`src/rtl/okvt_pkg.sv`:
```
`timescale 1ns / 1ps
// Shared types and constants of the ordered key-value table.
// Used by the channel interfaces, the controller, the datapath and the top level.

package okvt_pkg;

   localparam int DEF_CAPACITY   = 64;
   localparam int DEF_KEY_BITS   = 32;
   localparam int DEF_VALUE_BITS = 32;
   localparam int MODE_BITS      = 3;
   localparam int STATUS_BITS    = 2;

   // Request modes. Codes 6 and 7 are unused and get a miss status.
   typedef enum logic [MODE_BITS-1:0] {
      MODE_INSERT   = 3'd0,
      MODE_UPDATE   = 3'd1,
      MODE_UPSERT   = 3'd2,
      MODE_ERASE    = 3'd3,
      MODE_LOOKUP   = 3'd4,
      MODE_READ_POS = 3'd5
   } mode_type;

   typedef enum logic [STATUS_BITS-1:0] {
      STATUS_OK   = 2'd0,
      STATUS_MISS = 2'd1,
      STATUS_FULL = 2'd2
   } status_type;

   typedef enum logic [2:0] {
      ST_IDLE,
      ST_SCAN,
      ST_SHIFT,
      ST_POS_READ,
      ST_POS_DATA,
      ST_REJECT,
      ST_DONE
   } state_type;

   // Commands from the controller to the datapath.
   typedef struct packed {
      logic       req_ready;
      logic       load_req;
      logic       scan_step;
      logic       seek_next;
      logic       shift_write;
      logic       write_hit;
      logic       append;
      logic       count_dec;
      logic       pos_read;
      logic       set_result;
      status_type res_status;
      logic       res_key_rd;
      logic       res_value_rd;
      logic       load_rsp;
   } cmd_type;

   // Status from the datapath to the controller.
   typedef struct packed {
      logic                 in_valid;
      logic [MODE_BITS-1:0] in_mode;
      logic [MODE_BITS-1:0] mode;
      logic                 hit;
      logic                 sweep_end;
      logic                 full;
      logic                 pos_ok;
      logic                 out_free;
   } stat_type;

endpackage

```
`src/rtl/okvt_ctrl.sv`:
```
`timescale 1ns / 1ps
// Controller state machine of the ordered key-value table.
// Depends on okvt_pkg; drives the datapath through cmd_type and reads stat_type.

module okvt_ctrl
   import okvt_pkg::*;
(
   input  logic     clock,
   input  logic     reset,
   input  stat_type stat,
   output cmd_type  cmd
);

   state_type state_ff, state_in;
   mode_type  in_mode, cur_mode;
   logic      in_find, in_pos;

   assign in_mode  = mode_type'(stat.in_mode);
   assign cur_mode = mode_type'(stat.mode);
   assign in_find  = (in_mode == MODE_INSERT) || (in_mode == MODE_UPDATE) ||
                     (in_mode == MODE_UPSERT) || (in_mode == MODE_ERASE) ||
                     (in_mode == MODE_LOOKUP);
   assign in_pos   = (in_mode == MODE_READ_POS);

   always_ff @(posedge clock) begin
      if (reset) begin
         state_ff <= ST_IDLE;
      end else begin
         state_ff <= state_in;
      end
   end

   // Next state.
   always_comb begin
      state_in = state_ff;
      unique case (state_ff)
         ST_IDLE: begin
            if (stat.in_valid) begin
               priority if (in_find) begin
                  state_in = ST_SCAN;
               end else if (in_pos) begin
                  state_in = ST_POS_READ;
               end else begin
                  state_in = ST_REJECT;
               end
            end
         end
         ST_SCAN: begin
            if (stat.hit) begin
               state_in = (cur_mode == MODE_ERASE) ? ST_SHIFT : ST_DONE;
            end else if (stat.sweep_end) begin
               state_in = ST_DONE;
            end
         end
         ST_SHIFT: begin
            if (stat.sweep_end) begin
               state_in = ST_DONE;
            end
         end
         ST_POS_READ: state_in = ST_POS_DATA;
         ST_POS_DATA: state_in = ST_DONE;
         ST_REJECT:   state_in = ST_DONE;
         ST_DONE: begin
            if (stat.out_free) begin
               state_in = ST_IDLE;
            end
         end
         default: state_in = ST_IDLE;
      endcase
   end

   // Command outputs.
   always_comb begin
      cmd            = '0;
      cmd.res_status = STATUS_MISS;
      unique case (state_ff)
         ST_IDLE: begin
            cmd.req_ready = 1'b1;
            cmd.load_req  = stat.in_valid;
         end
         ST_SCAN: begin
            if (stat.hit) begin
               cmd.set_result = 1'b1;
               unique case (cur_mode)
                  MODE_UPDATE, MODE_UPSERT: begin
                     cmd.write_hit  = 1'b1;
                     cmd.res_status = STATUS_OK;
                  end
                  MODE_ERASE: begin
                     cmd.set_result = 1'b0;
                     cmd.seek_next  = 1'b1;
                  end
                  MODE_LOOKUP: begin
                     cmd.res_status   = STATUS_OK;
                     cmd.res_value_rd = 1'b1;
                  end
                  default: cmd.res_status = STATUS_MISS;
               endcase
            end else if (stat.sweep_end) begin
               cmd.set_result = 1'b1;
               if ((cur_mode == MODE_INSERT) || (cur_mode == MODE_UPSERT)) begin
                  if (stat.full) begin
                     cmd.res_status = STATUS_FULL;
                  end else begin
                     cmd.append     = 1'b1;
                     cmd.res_status = STATUS_OK;
                  end
               end
            end else begin
               cmd.scan_step = 1'b1;
            end
         end
         ST_SHIFT: begin
            cmd.shift_write = 1'b1;
            if (stat.sweep_end) begin
               cmd.count_dec  = 1'b1;
               cmd.set_result = 1'b1;
               cmd.res_status = STATUS_OK;
            end else begin
               cmd.scan_step = 1'b1;
            end
         end
         ST_POS_READ: cmd.pos_read = 1'b1;
         ST_POS_DATA: begin
            cmd.set_result = 1'b1;
            if (stat.pos_ok) begin
               cmd.res_status   = STATUS_OK;
               cmd.res_key_rd   = 1'b1;
               cmd.res_value_rd = 1'b1;
            end
         end
         ST_REJECT: cmd.set_result = 1'b1;
         ST_DONE:   cmd.load_rsp   = stat.out_free;
         default:   cmd.req_ready  = 1'b0;
      endcase
   end

endmodule

```
`config.mk`:
```
export PLATFORM = sky130hd
export DESIGN_NAME = okvt_ctrl
export DESIGN_NICKNAME = d
export VERILOG_FILES = /design/src/rtl/okvt_pkg.sv /design/src/rtl/okvt_ctrl.sv
export SDC_FILE = /design/constraint.sdc
export NUM_CORES = 1
export LEC_CHECK = 0
export BUFFER_PORTS_ARGS = -buffer_cell sky130_fd_sc_hd__buf_2
export CORE_MARGIN = 4
export CORE_UTILIZATION = 24
export CTS_CLUSTER_DIAMETER = 200
export DETAILED_ROUTE_END_ITERATION = 8
export PLACE_DENSITY_LB_ADDON = 0.1
export SETUP_SLACK_MARGIN = 0.02
export SLEW_MARGIN = 40
export SYNTH_ARGS = -nofsm -noshare
export SYNTH_HDL_FRONTEND = slang
export SYNTH_SLANG_ARGS = --single-unit
```
`constraint.sdc`:
```
create_clock -name clock -period 2.7 [get_ports clock]
set_input_delay 0.405 -clock clock [delete_from_list [all_inputs] [get_ports clock]]
set_output_delay 0.405 -clock clock [all_outputs]
set_load 0.03 [all_outputs]
```
# [Yosys cells after proc, flatten, opt, wreduce, memory -nomap -nowiden]
# Index checks and enable logic that the tools add are counted.
# W data, S select, Z words.
[op_classes] eq_ne=17 mux=42 reduce_logical=12
[op_table] operator="$mux W3" count=11
[op_table] operator="$mux W1" count=23
[op_table] operator="$eq A3 B2 Y1 const B" count=6
[op_table] operator="$eq A3 B3 Y1 const B" count=6
[op_table] operator="$pmux W3 S6" count=1
[op_table] operator="$eq A3 B1 Y1 const B" count=3
[op_table] operator="$logic_not A3 Y1" count=3
[op_table] operator="$mux W2" count=3
[op_table] operator="$pmux W2 S3" count=1
[op_table] operator="$logic_or A1 B1 Y1" count=5
[op_table] operator="$ne A2 B2 Y1 const B" count=2
[op_table] operator="$pmux W1 S2" count=2
[op_table] operator="$reduce_or A2 Y1" count=2
[op_table] operator="$pmux W1 S3" count=1
[op_table] operator="$reduce_or A3 Y1" count=1
[op_table] operator="$reduce_and A2 Y1" count=1
[totals] register_bits=3 output_inout_bits=15 elab_cells=72

# [Logic depth before layout (Yosys ltp)]
[depth] word_depth=8 depth_mapped=4 depth_no_buf=3

# [Worst setup path before layout]
# No wires, ideal clock.
[synth_timing] path_type="input port to output port" from="input port stat[6] in the netlist's numbering" to="output port cmd[3] in the netlist's numbering" arrival_time_ps=1659 required_ps=2295 slack_ps=636 stages=3 n_path_buf=0 cell_sequence="xor2_1 -> a211o_1 -> a221oi_1"
[synth_rtl] element="start, declared" line="okvt_ctrl.sv:10" source="input stat_type stat,"
[synth_rtl] element="end, declared" line="okvt_ctrl.sv:11" source="output cmd_type cmd"

==> summary.txt <==
Global routing
  – First-pass GRT wire length: 1.918 mm
  – GRT busiest layer: met2
  – Met3 Track Usage GR: 0.02711
  – Pin count of the biggest net entering global routing: 14
  – GRT Util Overall: 0.09509
  – GRT met2 Usage: 0.1652
  – GRT overflow: 0
  – Vias in the first global route: 467
  – Antenna violations before repair: 0
  – GRT met1 Usage: 0.1129

Synth
  – Mapped Cells: 53
  – Syn Area/Cell: 7.790 um^2
  – Post-synthesis sequential area ratio: 0.1455
  – Top-area cell type share of the netlist area: 0.1455
  – Synth async-reset ratio: 0
  – Post-synth top cells: 4 x nor2_1, 4 x nor2b_1
  – Synth area leader: dfxtp_1
  – Ys flop type: dfxtp_1
  – EDFF count, synth: 0
  – Yosys reg bits: 3
  – Synth area leaders: dfxtp_1 15%, and4bb_1 6.1%, nor2b_1 6.1%, nor3b_2 6.1%, and4b_1 4.8%
  – Cell Area, Synth: 412.9 um^2
  – Post-synth cell types: 31
  – Ys Warns: 0
  – Syn nets: 67

Detailed routing
  – Average routed wire per standard cell: 12.12 um
  – Final WL: 1.188 mm
  – Router iterations before antenna repair: 2
  – Vias: 493
  – Vias per cell: 5.031
  – Routed Antenna Nets: 0
  – Initial drt markers: 4
  – DRC Markers: 0

Clock network
  – H-tree levels: 1
  – CTS sink cnt: 3
  – CTS max path bufs: 2
  – Cts repair resizes: 0
  – Number of post-CTS setup repair buffers: 0
  – Num CTS Buffers: 3
  – Root Driver: clkbuf_4
  – CTS tree: built
  – Clock transition at path regs: 0.04 ns
  – Worst skew pair latency: 0.23 ns
  – Post-CTS Hold Fix Bufs: 0

Worst setup path
  – WP data required: 2.30 ns
  – WS Path Type: flop to output port
  – CP endpoint kind: output port
  – Worst R2R End: state_ff[2]$_SDFFE_PP0P_
  – Crit path max fanout: 12
  – Crit start category: flop
  – Reg2reg setup slack: 1.39 ns
  – Worst reg2reg startpoint: state_ff[1]$_SDFFE_PP0P_
  – FF-to-FF path depth: 3
  – Worst Path Arrival: 1.63 ns

Min path
  – Hold path start: reset
  – Hold Path Sink: state_ff[0]$_SDFFE_PP0P_
  – Hold Crit Depth: 2
  – Hold crit path type: input pin to flop

Status
  – Status: finished, final reports clean

Layout
  – Max reg flops: 3
  – Layout cell share with drive strength beyond 1: 0.4024
  – Layout area overhead: 40.00%
  – Number of diodes: 0
  – Layout fillers: 177
  – Fin util: 0.3708
  – Final #Nets: 97
  – Largest Register: state_ff
  – Final instance count without filler cells: 98
  – Post-route cell area: 578.1 um^2
  – Largest regs: state_ff (3)

Power and ir drop
  – Power per Cell Area: 579.7 nW/um^2
  – Leakage: 0.3246 nW
  – Maximum vdd drop: 293.0 uV

Die
  – Site Rows: 14
  – Die area: 2448 um^2
  – Die Height: 49.48 um
  – Die W: 49.48 um
  – Core area: 1559 um^2
  – Starting Density: 0.2648
  – # IOs: 29

STA
  – Endpoints failing hold: 0
  – Fin. max-slew vios: 0
  – Worst clock skew: 0.0003712 ns
  – RSZ-0062 raised after global routing: no
  – Period Utilization, post-route: 0.7553
  – Slew headroom: 0.6877
  – Max frequency: 0.4904 GHz
  – Final setup vio count: 0
  – Post-layout minimum cycle time: 2.039 ns
  – Setup TNS: 0 ns
  – WHS: 0.3515 ns
  – Slew @ Worst Pin: 0.4620 ns

Placement
  – Final Wtd Congestion: 0.7007
  – Post-detail-place hpwl: 938.9 um
  – Dpl cell area: 551.8 um^2
  – DP Cell Count: 94
  – Number of port buffers: 28

Job
  – Max-cap violation count: 0
[worst max-delay path, cell delays in order, from the launching register on]
cell and delay, ns:
dfxtp_1 0.53, nor3b_2 0.44, and4b_1 0.25, buf_2 0.19
[area by class of cell]
cell class	count	area [um^2]	area share
inverter	3	11.26	0.01948
clock buffer	4	26.28	0.04545
sequential	3	60.06	0.1039
multi-input combinational	44	320.3	0.5541
tap	16	20.02	0.03463
timing repair buffer	28	140.1	0.2424
[worst max-delay path by stage]
stage,start,end
CTS,state_ff[0]$_SDFFE_PP0P_,cmd[9]
detailed placement,stat[6],cmd[3]
floorplan,stat[6],cmd[3]
global placement,stat[6],cmd[3]
global route,state_ff[0]$_SDFFE_PP0P_,cmd[12]
finish,state_ff[0]$_SDFFE_PP0P_,cmd[9]
[through the flow]
step                power [mW]  setup slack [ns]
floorplan               0.2119            0.6362
global placement        0.2633            0.8243
detailed placement      0.2618            0.7845
CTS                     0.3431            0.6265
global route            0.3634            0.5155
finish                  0.3351            0.6607
[cell usage in the layout (no fill, tap or decap), types with 2 or more instances in the layout]
master and n:
and4b_1 2, clkbuf_4 3, inv_1 3, nor2_1 4
nor2b_1 4, and4bb_1 2, nor4b_1 2, and2_1 2
and3b_1 2, a21oi_1 3, buf_2 28, o21ai_0 2
nor3b_2 2, nand2_1 3, dfxtp_1 3
[logic make-up after synthesis]
| family | after synthesis | share of synthesized area |
|---|---|---|
| XOR/XNOR | 1 | 0.02122 |
| flip-flops | 3 | 0.1455 |
| AND/OR/NAND/NOR | 29 | 0.5091 |
| AO/OA/AOI/OAI | 13 | 0.2212 |
| multiplexers | 1 | 0.02424 |
| buffers and inverters | 6 | 0.07878 |
[layer usage]
metal,wire [um],vias up
met5,0,-
met4,0,0
met3,78,0
met2,554,19
met1,555,215
li1,-,259
[where the power goes]
part	internal (mW)	switching, mW
Combinational	0.0674	0.113
Clock	0.0553	0.0218
Sequential	0.0530	0.0247
Total	0.176	0.159
Note: power is estimated with default switching activity, not from simulation.
